**src/izrc_pkg.sv**
```systemverilog
// Package: shared types, codes and constants of the irrigation zone run controller.
package izrc_pkg;

    localparam int unsigned ZONES     = 8;
    localparam int unsigned ZONE_W    = 3;
    localparam int unsigned MOIST_W   = 10;
    localparam logic [9:0]  MOIST_MAX = 10'd1000;

    localparam logic [2:0] FUNC_TICK     = 3'd0;
    localparam logic [2:0] FUNC_MANUAL   = 3'd1;
    localparam logic [2:0] FUNC_SERVICE  = 3'd2;
    localparam logic [2:0] FUNC_STOP     = 3'd3;
    localparam logic [2:0] FUNC_AUTO     = 3'd4;
    localparam logic [2:0] FUNC_SVC_MODE = 3'd5;
    localparam logic [2:0] FUNC_READING  = 3'd6;

    localparam logic [2:0] RC_OK       = 3'd0;
    localparam logic [2:0] RC_BUSY     = 3'd1;
    localparam logic [2:0] RC_BAD_ZONE = 3'd2;
    localparam logic [2:0] RC_BAD_ARGS = 3'd3;
    localparam logic [2:0] RC_DISABLED = 3'd4;
    localparam logic [2:0] RC_FAULT    = 3'd5;
    localparam logic [2:0] RC_SERVICE  = 3'd6;
    localparam logic [2:0] RC_IDLE     = 3'd7;

    localparam logic [1:0] SRC_NONE    = 2'd0;
    localparam logic [1:0] SRC_MANUAL  = 2'd1;
    localparam logic [1:0] SRC_AUTO    = 2'd2;
    localparam logic [1:0] SRC_SERVICE = 2'd3;

    localparam logic [2:0] CFG_ENABLE  = 3'd0;
    localparam logic [2:0] CFG_AUTOMSK = 3'd1;
    localparam logic [2:0] CFG_TARGET  = 3'd2;
    localparam logic [2:0] CFG_MARGIN  = 3'd3;
    localparam logic [2:0] CFG_MAXDUR  = 3'd4;
    localparam logic [2:0] CFG_AUTODUR = 3'd5;

    typedef struct packed {
        logic [2:0]  func;
        logic [2:0]  zone;
        logic        zone_out_of_range;
        logic [31:0] req_dur_ms;
        logic [15:0] elapsed_ms;
        logic        mode_flag;
        logic [9:0]  moisture_reading;
        logic        fault_flag;
    } in_item_t;

    typedef struct packed {
        logic [2:0]  result_code;
        logic        pump_on;
        logic        active_valid;
        logic [2:0]  active_zone;
        logic [1:0]  run_source;
        logic [31:0] remaining_ms_out;
        logic        run_started;
        logic        run_finished;
        logic [31:0] completed_runs;
        logic        auto_mode_out;
        logic        service_mode_out;
    } out_item_t;

    // controller -> datapath
    typedef struct packed {
        logic load;        // capture the input beat
        logic exec;        // run the item's single-step work
        logic scan_clear;  // reset the driest-zone search
        logic scan_step;   // examine zone at scan index
        logic auto_start;  // try start of the selected zone
        logic publish;     // capture the result beat
    } dp_cmd_t;

    // datapath -> controller
    typedef struct packed {
        logic need_scan;   // tick left idle with auto mode on and service mode off
        logic scan_last;   // scan index at last zone
    } dp_sts_t;

    function automatic logic [9:0] reset_moisture(input int unsigned i);
        int unsigned m;
        m = 380 + 40 * i;
        return (m > 1000) ? MOIST_MAX : m[9:0];
    endfunction

endpackage

```
**src/irrigation_zone_run_controller_unit.sv**
```systemverilog
// Top level: irrigation zone run controller, controller plus datapath.
//
//  channel | ports                          | direction
//  --------+--------------------------------+----------
//  input   | s_valid s_ready s_data         | in
//  result  | m_valid m_ready m_data         | out
//  config  | cfg_we cfg_index cfg_data      | in
//
// One item at a time: load, execute, then out. A tick that leaves no run
// with auto mode on and service mode off adds a scan over ZONES stored
// zones (one zone a cycle in the datapath's compare unit) plus a start
// step. A result waits in the output register; the next beat is taken
// while it waits, and only the hand-off of the following result stalls.
// aresetn is synchronous, active low; it restores state, config, zone table.
module irrigation_zone_run_controller_unit (
    input  logic                aclk,
    input  logic                aresetn,
    input  logic                s_valid,
    output logic                s_ready,
    input  izrc_pkg::in_item_t  s_data,
    output logic                m_valid,
    input  logic                m_ready,
    output izrc_pkg::out_item_t m_data,
    input  logic                cfg_we,
    input  logic [2:0]          cfg_index,
    input  logic [31:0]         cfg_data
);
    izrc_pkg::dp_cmd_t cmd;
    izrc_pkg::dp_sts_t sts;

    // sequence each beat
    izrc_ctrl u_ctrl (
        .aclk    (aclk),
        .aresetn (aresetn),
        .s_valid (s_valid),
        .s_ready (s_ready),
        .m_valid (m_valid),
        .m_ready (m_ready),
        .sts     (sts),
        .cmd     (cmd)
    );

    // hold state and compute the result
    izrc_datapath u_dp (
        .aclk      (aclk),
        .aresetn   (aresetn),
        .cfg_we    (cfg_we),
        .cfg_index (cfg_index),
        .cfg_data  (cfg_data),
        .s_data    (s_data),
        .cmd       (cmd),
        .sts       (sts),
        .m_data    (m_data)
    );
endmodule

```
**src/izrc_ctrl.sv**
```systemverilog
// Controller: sequences load, execute, zone scan and result hand-off.
module izrc_ctrl (
    input  logic                aclk,
    input  logic                aresetn,
    input  logic                s_valid,
    output logic                s_ready,
    output logic                m_valid,
    input  logic                m_ready,
    input  izrc_pkg::dp_sts_t   sts,
    output izrc_pkg::dp_cmd_t   cmd
);
    typedef enum logic [2:0] {ST_IDLE, ST_EXEC, ST_SCAN, ST_START, ST_OUT} state_t;
    state_t state_reg, state_next;
    logic   m_valid_reg, m_valid_next;

    assign s_ready = (state_reg == ST_IDLE);
    assign m_valid = m_valid_reg;

    always_comb begin
        state_next   = state_reg;
        m_valid_next = m_valid_reg;
        cmd          = '0;
        if (m_valid_reg && m_ready) begin
            m_valid_next = 1'b0;
        end
        case (state_reg)
            ST_IDLE: begin
                if (s_valid) begin
                    cmd.load   = 1'b1;
                    state_next = ST_EXEC;
                end
            end
            ST_EXEC: begin
                cmd.exec       = 1'b1;
                cmd.scan_clear = 1'b1;
                state_next     = sts.need_scan ? ST_SCAN : ST_OUT;
            end
            ST_SCAN: begin
                cmd.scan_step = 1'b1;
                if (sts.scan_last) begin
                    state_next = ST_START;
                end
            end
            ST_START: begin
                cmd.auto_start = 1'b1;
                state_next     = ST_OUT;
            end
            ST_OUT: begin
                // wait for the previous result to drain
                if (!m_valid_reg || m_ready) begin
                    cmd.publish  = 1'b1;
                    m_valid_next = 1'b1;
                    state_next   = ST_IDLE;
                end
            end
            default: state_next = ST_IDLE;
        endcase
    end

    always_ff @(posedge aclk) begin
        if (!aresetn) begin
            state_reg   <= ST_IDLE;
            m_valid_reg <= 1'b0;
        end else begin
            state_reg   <= state_next;
            m_valid_reg <= m_valid_next;
        end
    end
endmodule

```
**src/izrc_datapath.sv**
```systemverilog
// Datapath: configuration, run state, zone tables and driest-zone search.
module izrc_datapath (
    input  logic                aclk,
    input  logic                aresetn,
    input  logic                cfg_we,
    input  logic [2:0]          cfg_index,
    input  logic [31:0]         cfg_data,
    input  izrc_pkg::in_item_t  s_data,
    input  izrc_pkg::dp_cmd_t   cmd,
    output izrc_pkg::dp_sts_t   sts,
    output izrc_pkg::out_item_t m_data
);
    localparam int unsigned ZN = izrc_pkg::ZONES;
    localparam int unsigned ZW = izrc_pkg::ZONE_W;

    logic [7:0]  en_mask_reg, auto_mask_reg;
    logic [9:0]  target_reg, margin_reg;
    logic [31:0] max_dur_reg, auto_dur_reg;

    izrc_pkg::in_item_t  item_reg;
    izrc_pkg::out_item_t out_reg;

    logic        active_reg, active_next;
    logic [ZW-1:0] zone_reg, zone_next;
    logic [1:0]  src_reg, src_next;
    logic [31:0] left_reg, left_next;
    logic [31:0] done_reg, done_next;
    logic        auto_reg, auto_next;
    logic        svc_reg, svc_next;
    logic        started_reg, started_next;
    logic        finished_reg, finished_next;
    logic [2:0]  code_reg, code_next;

    logic [9:0]  moist_reg [ZN];
    logic [ZN-1:0] fault_reg;
    logic        wr_moist, wr_fault, fault_val;

    logic [ZW-1:0] scan_idx_reg;
    logic          best_ok_reg;
    logic [ZW-1:0] best_idx_reg;
    logic [9:0]    best_val_reg;

    // start check shared by commands and the automatic start
    logic          st_req, st_bad, st_allow;
    logic [ZW-1:0] st_zone;
    logic [31:0]   st_dur;
    logic [1:0]    st_src;
    logic [2:0]    st_code;
    logic          st_en;

    always_comb begin
        st_en = ({29'd0, st_zone} < 32'(8)) ? en_mask_reg[st_zone[2:0]] : 1'b0;
        if (st_bad || ({29'd0, st_zone} >= 32'(ZN))) begin
            st_code = izrc_pkg::RC_BAD_ZONE;
        end else if (!st_en) begin
            st_code = izrc_pkg::RC_DISABLED;
        end else if (fault_reg[st_zone] && !st_allow) begin
            st_code = izrc_pkg::RC_FAULT;
        end else if (st_dur == 32'd0 || st_dur > max_dur_reg) begin
            st_code = izrc_pkg::RC_BAD_ARGS;
        end else if (active_reg && zone_reg != st_zone) begin
            st_code = izrc_pkg::RC_BUSY;
        end else begin
            st_code = izrc_pkg::RC_OK;
        end
    end

    logic [10:0] trigger;   // target - margin, bit 10 = negative
    assign trigger = {1'b0, target_reg} - {1'b0, margin_reg};

    logic scan_elig;
    always_comb begin
        scan_elig = en_mask_reg[scan_idx_reg] && auto_mask_reg[scan_idx_reg]
                    && !fault_reg[scan_idx_reg] && !trigger[10]
                    && ({1'b0, moist_reg[scan_idx_reg]} <= trigger);
    end

    always_comb begin
        active_next   = active_reg;
        zone_next     = zone_reg;
        src_next      = src_reg;
        left_next     = left_reg;
        done_next     = done_reg;
        auto_next     = auto_reg;
        svc_next      = svc_reg;
        started_next  = started_reg;
        finished_next = finished_reg;
        code_next     = code_reg;
        wr_moist      = 1'b0;
        wr_fault      = 1'b0;
        fault_val     = 1'b0;
        st_req        = 1'b0;
        st_bad        = item_reg.zone_out_of_range;
        st_zone       = item_reg.zone;
        st_dur        = item_reg.req_dur_ms;
        st_src        = izrc_pkg::SRC_MANUAL;
        st_allow      = 1'b0;
        sts.need_scan = 1'b0;
        sts.scan_last = (scan_idx_reg == ZW'(ZN - 1));

        if (cmd.exec) begin
            started_next  = 1'b0;
            finished_next = 1'b0;
            code_next     = izrc_pkg::RC_OK;
            case (item_reg.func)
                izrc_pkg::FUNC_TICK: begin
                    if (active_reg) begin
                        if ({16'd0, item_reg.elapsed_ms} >= left_reg) begin
                            active_next = 1'b0; finished_next = 1'b1;
                        end else begin
                            left_next = left_reg - {16'd0, item_reg.elapsed_ms};
                        end
                    end
                    sts.need_scan = auto_reg && !svc_reg &&
                        !(active_reg && ({16'd0, item_reg.elapsed_ms} < left_reg));
                end
                izrc_pkg::FUNC_MANUAL: begin
                    st_req = 1'b1;
                end
                izrc_pkg::FUNC_SERVICE: begin
                    if (svc_reg) begin
                        st_req = 1'b1; st_src = izrc_pkg::SRC_SERVICE; st_allow = 1'b1;
                    end else begin
                        code_next = izrc_pkg::RC_SERVICE;
                    end
                end
                izrc_pkg::FUNC_STOP: begin
                    if (active_reg) begin
                        active_next = 1'b0; finished_next = 1'b1;
                    end else begin
                        code_next = izrc_pkg::RC_IDLE;
                    end
                end
                izrc_pkg::FUNC_AUTO: auto_next = item_reg.mode_flag;
                izrc_pkg::FUNC_SVC_MODE: begin
                    if (svc_reg != item_reg.mode_flag) begin
                        svc_next = item_reg.mode_flag;
                        if (active_reg && (item_reg.mode_flag ||
                                           src_reg == izrc_pkg::SRC_SERVICE)) begin
                            active_next = 1'b0; finished_next = 1'b1;
                        end
                    end
                end
                izrc_pkg::FUNC_READING: begin
                    if (item_reg.zone_out_of_range || ({29'd0, item_reg.zone} >= 32'(ZN))) begin
                        code_next = izrc_pkg::RC_BAD_ZONE;
                    end else if (item_reg.fault_flag) begin
                        wr_fault = 1'b1; fault_val = 1'b1;
                        if (active_reg && zone_reg == item_reg.zone) begin
                            active_next = 1'b0; finished_next = 1'b1;
                        end
                    end else begin
                        wr_fault = 1'b1; wr_moist = 1'b1;
                    end
                end
                default: code_next = izrc_pkg::RC_BAD_ARGS;
            endcase
        end

        if (cmd.auto_start && best_ok_reg) begin
            st_req   = 1'b1;
            st_bad   = 1'b0;
            st_zone  = best_idx_reg;
            st_dur   = auto_dur_reg;
            st_src   = izrc_pkg::SRC_AUTO;
        end

        if (st_req) begin
            code_next = st_code;
            if (st_code == izrc_pkg::RC_OK) begin
                active_next  = 1'b1;
                zone_next    = st_zone;
                left_next    = st_dur;
                src_next     = st_src;
                started_next = 1'b1;
            end
        end

        if (finished_next && cmd.exec) begin
            zone_next = '0; src_next = izrc_pkg::SRC_NONE; left_next = '0;
            done_next = done_reg + 32'd1;
        end
        if (cmd.exec && finished_next && st_req && st_code == izrc_pkg::RC_OK) begin
            zone_next = st_zone; src_next = st_src; left_next = st_dur;
        end
    end

    always_ff @(posedge aclk) begin
        if (!aresetn) begin
            en_mask_reg   <= 8'hFF;
            auto_mask_reg <= 8'hFF;
            target_reg    <= 10'd450;
            margin_reg    <= 10'd50;
            max_dur_reg   <= 32'd600000;
            auto_dur_reg  <= 32'd60000;
            active_reg    <= 1'b0;
            zone_reg      <= '0;
            src_reg       <= izrc_pkg::SRC_NONE;
            left_reg      <= '0;
            done_reg      <= '0;
            auto_reg      <= 1'b0;
            svc_reg       <= 1'b0;
            started_reg   <= 1'b0;
            finished_reg  <= 1'b0;
            code_reg      <= izrc_pkg::RC_OK;
            fault_reg     <= '0;
            for (int i = 0; i < ZN; i++) begin
                moist_reg[i] <= izrc_pkg::reset_moisture(i);
            end
            scan_idx_reg  <= '0;
            best_ok_reg   <= 1'b0;
        end else begin
            if (cfg_we) begin
                case (cfg_index)
                    izrc_pkg::CFG_ENABLE:  en_mask_reg   <= cfg_data[7:0];
                    izrc_pkg::CFG_AUTOMSK: auto_mask_reg <= cfg_data[7:0];
                    izrc_pkg::CFG_TARGET:  target_reg    <= cfg_data[9:0];
                    izrc_pkg::CFG_MARGIN:  margin_reg    <= cfg_data[9:0];
                    izrc_pkg::CFG_MAXDUR:  max_dur_reg   <= cfg_data;
                    izrc_pkg::CFG_AUTODUR: auto_dur_reg  <= cfg_data;
                    default: ;
                endcase
            end
            active_reg   <= active_next;
            zone_reg     <= zone_next;
            src_reg      <= src_next;
            left_reg     <= left_next;
            done_reg     <= done_next;
            auto_reg     <= auto_next;
            svc_reg      <= svc_next;
            started_reg  <= started_next;
            finished_reg <= finished_next;
            code_reg     <= code_next;
            if (wr_fault) begin
                fault_reg[item_reg.zone] <= fault_val;
            end
            if (wr_moist) begin
                moist_reg[item_reg.zone] <= (item_reg.moisture_reading > izrc_pkg::MOIST_MAX)
                                            ? izrc_pkg::MOIST_MAX : item_reg.moisture_reading;
            end
            if (cmd.scan_clear) begin
                scan_idx_reg <= '0;
                best_ok_reg  <= 1'b0;
            end else if (cmd.scan_step) begin
                scan_idx_reg <= scan_idx_reg + 1'b1;
                if (scan_elig && (!best_ok_reg || moist_reg[scan_idx_reg] < best_val_reg)) begin
                    best_ok_reg <= 1'b1;
                end
            end
        end
    end

    // payload registers
    always_ff @(posedge aclk) begin
        if (cmd.load) begin
            item_reg <= s_data;
        end
        if (cmd.scan_step && scan_elig &&
            (!best_ok_reg || moist_reg[scan_idx_reg] < best_val_reg)) begin
            best_idx_reg <= scan_idx_reg;
            best_val_reg <= moist_reg[scan_idx_reg];
        end
        if (cmd.publish) begin
            out_reg.result_code      <= code_reg;
            out_reg.pump_on          <= active_reg;
            out_reg.active_valid     <= active_reg;
            out_reg.active_zone      <= active_reg ? zone_reg : 3'd0;
            out_reg.run_source       <= active_reg ? src_reg : izrc_pkg::SRC_NONE;
            out_reg.remaining_ms_out <= active_reg ? left_reg : 32'd0;
            out_reg.run_started      <= started_reg;
            out_reg.run_finished     <= finished_reg;
            out_reg.completed_runs   <= done_reg;
            out_reg.auto_mode_out    <= auto_reg;
            out_reg.service_mode_out <= svc_reg;
        end
    end

    assign m_data = out_reg;
endmodule

```
**config.mk**
```make
export PLATFORM = sky130hd
export DESIGN_NAME = irrigation_zone_run_controller_unit
export DESIGN_NICKNAME = d
export VERILOG_FILES = /design/src/izrc_pkg.sv /design/src/irrigation_zone_run_controller_unit.sv /design/src/izrc_ctrl.sv /design/src/izrc_datapath.sv
export SDC_FILE = /design/constraint.sdc
export NUM_CORES = 1
export LEC_CHECK = 0
export ABC_AREA = 1
export BUFFER_PORTS_ARGS = -buffer_cell sky130_fd_sc_hd__buf_2
export CORE_MARGIN = 4
export CORE_UTILIZATION = 40
export DETAILED_ROUTE_END_ITERATION = 8
export GPL_TIMING_DRIVEN = 0
export SLEW_MARGIN = 0
export SYNTH_ARGS = -nofsm -noshare
export SYNTH_HDL_FRONTEND = slang
export SYNTH_SLANG_ARGS = --single-unit
```
**constraint.sdc**
```tcl
create_clock -name aclk -period 29.2 [get_ports aclk]
set_clock_uncertainty 0.15 [all_clocks]
set_input_delay 5.84 -clock aclk [delete_from_list [all_inputs] [get_ports aclk]]
set_output_delay 5.84 -clock aclk [all_outputs]
set_load 0.1 [all_outputs]
```
# Word level (Yosys, flattened, before mapping)
# Memories as Yosys holds them, arrays and structs flattened. A register that Yosys moved wholly into a read port is not among the register bits.
# Cells that the tools add are included.
# totals
ramBits,80
output_inout_bits,80
memories,1
ff_bits,350
in_bits,107
# op_classes
n_reduce_logical,53
order_cmp,10
bitwise_logic,1
n_eq_ne,23
n_addsub,4
n_mux,115
# mem_list
name,depth,width,rd,rd_ports_with_merged_regs,wr,line,text
u_dp.moist_reg,8,10,1,1,8,izrc_datapath.sv:34,logic [9:0] moist_reg [ZN];
# op_table
op,n
$mux 32,9
$mux 1,62
$mux 3,20
$add 32x1->32 const B,1
$ge 16x32->1,1
$gt 32x32->1,1
$logic_not 32->1,1
$lt 16x32->1,1
$sub 32x16->32,1
$eq 3x3->1 const B,7
$logic_and 1x1->1,20
$mux 10,2
$mux 2,10
$eq 3x2->1 const B,6
$reduce_and 2->1,9
$bmux 1 s3,5
$pmux 3 s5,1
$logic_not 3->1,4
$lt 3x4->1 const B,3
$pmux 3 s4,1
$le 10x11->1,1
$sub 10x10->11,1
$gt 10x10->1 const B,1
$lt 10x10->1,1
other kinds (22),37

# Depth between registers and ports, before layout
# depth
ltp_word,16
depth_mapped,25

# Cells and area by module
# Synthesis repeated with hierarchy kept, for this count alone.
# unflattened
cells_unflattened,2496
area_unflattened_um2,21120.3
# modules_own_cells
mod,n_inst,seq_area_each_um2,area_each_um2,cells_per_inst
izrc_datapath,1,10960.5,20868.8,2457
izrc_ctrl,1,80.1,251.5,39

# Worst setup path before layout
# No wires, ideal clock.
# synth_path
path_kind,in2reg
from,input m_ready
to,"register u_dp.out_reg, in the netlist u_dp.m_data[0] (enable)"
setup_time_ns,0.702
required_time_ns,28.348
n_path_buf,0
arrival_time_ns,13.166
cell_stages,2
path_slack_ns,15.181
path_cell_list,nor2_1 > nor4_1
# synth_rtl
element,line,text
from (decl),irrigation_zone_run_controller_unit.sv:22,"input logic m_ready,"
to (decl),izrc_datapath.sv:21,izrc_pkg::out_item_t out_reg;

==> results.sh <==
export IMPL_outcome="completed"
export IMPL_worst_pin_slew_ns=1.231
export IMPL_via_per_inst=5.109
export IMPL_synth_xor_area_share_pct=2.466
export IMPL_syn_to_final_growth_pct=17.11
export IMPL_p_per_area_mw_per_mm2=58.63
export IMPL_dp_hpwl_mm=47.33
export IMPL_die_area_mm2=0.05611
export IMPL_worst_ep_required_time_ns=29.27
export IMPL_syn_num_nets=2649
export IMPL_instances_no_fill=3436
export IMPL_slowest_delay_ns=0.53
export IMPL_gr_total_overflow=0
export IMPL_nNetsFinal=2904
export IMPL_clkLatencyLatePin_ns=0.59
export IMPL_yosys_most_used_dff="edfxtp_1"
export IMPL_crit_path_max_fanout=10
export IMPL_drive_above_1_share_pct=11.97
export IMPL_drc=0
export IMPL_hp_class="reg2reg"
export IMPL_ys_ff_latch=433
export IMPL_globalplace_congestion=0.9452
export IMPL_grt_pass1_vias=16935
export IMPL_critPathKind="in2reg"
export IMPL_fp_row_count=83
export IMPL_fin_hold_ws_ns=0.2920
export IMPL_path_buf_inv=4
export IMPL_rsz0062_at_grt="no"
export IMPL_ctsHtreeMaxLevel=2
export IMPL_yosys_area_top_type_share_pct=33.97
export IMPL_cp_top_family="buffers and inverters"
export IMPL_critPathArrivalTime_ns=8.27
export IMPL_grt_pass1_wl_mm=94.47
export IMPL_finalWorstPathRequiredPeriod_ns=8.204
export IMPL_first_pass_iters=5
export IMPL_relSlewSlack_pct=17.92
export IMPL_drt_iter0_markers=1508
export IMPL_dp_cells=3344
export IMPL_synth_distinct_cells=52
export IMPL_yosys_area_top_type="edfxtp_1"
export IMPL_start_util_pct=40.60
export IMPL_tritoncts="done"
export IMPL_die_width_um=236.9
export IMPL_synthMuxAreaShare_pct=0
export IMPL_max_cap_violations=0
export IMPL_root_buffer="clkbuf_16"
export IMPL_numCtsBuffers=49
export IMPL_crit_path_top_delay_cell="clkinv_1"
export IMPL_clock_fmax_mhz=121.9
export IMPL_die_y_um=236.9
export IMPL_ys_seq_area_share_pct=52.69
export IMPL_synth_area_leaders="edfxtp_1, dfxtp_1, nand2_1, inv_1, ha_1"
export IMPL_cp_cell_sequence="clkbuf_1 -> clkinv_1 -> nor2_1 -> inv_1 -> nor2_1 -> inv_1 -> nand2_1"
export IMPL_ios=187
export IMPL_clk_pin_slew_ns=0.06
export IMPL_fin_tns_setup_ns=0
export IMPL_p_total_w=0.001439
export IMPL_start_kind="input port"
export IMPL_ctsHoldBuffers=0
export IMPL_final_util_pct=47.54
export IMPL_synthAdderAreaFrac_pct=4.968
export IMPL_vias=17553
export IMPL_antenna_found_initial=0
export IMPL_cts_resized=0
export IMPL_coreArea_mm2=0.05161
export IMPL_port_buffers=185
export IMPL_clock_sinks=433
export IMPL_synth_compound_gate_area_share_pct=10.64
export IMPL_postCtsSetupBuffers=0
export IMPL_grt_start_max_net_pins=15
export IMPL_antenna_cells=0
export IMPL_ys_warnings_count=0
export IMPL_synth_top_family_by_area="simple AND/OR/NAND/NOR gates"
export IMPL_synth_simple_area_share_pct=21.16
export IMPL_ys_top_cells_by_count="nand2_1, inv_1, nor2_1"
export IMPL_grt_usage_pct=21.17
export IMPL_yosysMostFrequentCell="nand2_1"
export IMPL_irDropWorstVdd_v=0.00004704
export IMPL_largest_register_ffs=80
export IMPL_p_leak_nw=10.51
export IMPL_drtAntennaViolNets=0
export IMPL_synth_edf_count=237
export IMPL_slew_violations=0
export IMPL_wl_per_cell_um=17.76
export IMPL_syn_inst=2460
export IMPL_clockBufferDepth=3
export IMPL_fin_crit_sh_pct=28.10
export IMPL_end_kind="register"
export IMPL_finalHoldViolations=0
export IMPL_drt_total_wl_mm=61.01
export IMPL_ys_async_sr_fraction_pct=0
export IMPL_syn_avg_cell_area_um2=8.517
export IMPL_synth_area_mm2=0.02095
export IMPL_final_setup_viol_count=0
## routing by layer
| metal | share of wire, % | global-route usage [%] | up-vias |
|---|---|---|---|
| met5 | 0 | 0 | - |
| met4 | 2.6 | 5.892 | 0 |
| met3 | 6.3 | 3.739 | 101 |
| met2 | 45 | 33.40 | 556 |
| met1 | 46 | 30.13 | 8234 |
| li1 | - | - | 8662 |
## report_power, final
group | total, W | switching [W] | leakage [nW] | internal [W]
clock network | 0.000629 | 0.000259 | 0.796 | 0.000370
registers | 0.000672 | 0.00000895 | 3.76 | 0.000663
logic | 0.000138 | 0.000102 | 5.96 | 0.0000356
total | 0.00144 | 0.000370 | 10.5 | 0.00107
## cells by family (layout without fill, tap and decap cells)
group	after synthesis	after routing
DFF	433	433
buffers and inverters	419	715
AOI/OAI and AO/OA	409	409
xor gates and xnor gates	59	59
adders and majority gates	82	82
and+or+nand+nor	1058	1058
## cell type report
cell class	instances	area, um^2
Multi-Input combinational cell	1608	8234
Tap cell	680	850.8
Buffer	85	436.7
Inverter	334	1254
Clock buffer	63	1373
Clock inverter	29	276.5
Sequential cell	433	11040
Fill cell	4965	27080
Timing Repair Buffer	204	1072
## worst paths after layout
| kind | startpoint | end | slack, ns | cells past startpoint |
|---|---|---|---|---|
| min reg2reg | u_dp.started_reg | u_dp.m_data[35] | 0.29 | 0 |
| min | u_dp.started_reg | u_dp.m_data[35] | 0.29 | 0 |
| max | aresetn | u_dp.moist_reg[7][3] | 21.00 | 7 |
| max reg2reg | register | u_dp.best_val_reg[4] | 24.08 | 17 |
## cell usage in the layout (no fill, tap or decap), types with 4 or more instances in the layout
| cell type | n |
|---|---|
| clkinv_1 | 12 |
| inv_1 | 328 |
| clkinvlp_4 | 4 |
| a21oi_1 | 156 |
| dfxtp_1 | 196 |
| o21ai_2 | 7 |
| nand2_1 | 584 |
| o21ai_1 | 22 |
| nand4_1 | 63 |
| edfxtp_1 | 237 |
| a31oi_1 | 10 |
| nor4_1 | 8 |
| buf_6 | 9 |
| nor2_1 | 246 |
| xnor2_1 | 18 |
| bufinv_16 | 4 |
| clkinv_2 | 4 |
| o22ai_1 | 11 |
| ha_1 | 80 |
| nor3_1 | 51 |
| o211ai_1 | 20 |
| clkbuf_1 | 69 |
| clkbuf_16 | 52 |
| nand3_1 | 79 |
| a211oi_1 | 6 |
| inv_6 | 4 |
| buf_4 | 21 |
| o21ai_0 | 157 |
| buf_2 | 195 |
| clkinv_4 | 4 |
| xor2_1 | 41 |
## stage by stage
step	instance area, um^2	worst slack, ns
2_1_floorplan	20950	15.18
3_3_place_gp	22730	11.65
3_5_place_dp	22890	20.39
4_1_cts	24540	21.01
5_1_grt	24540	20.69
6_report	24540	21.00
(Power assumes the default switching activity.)
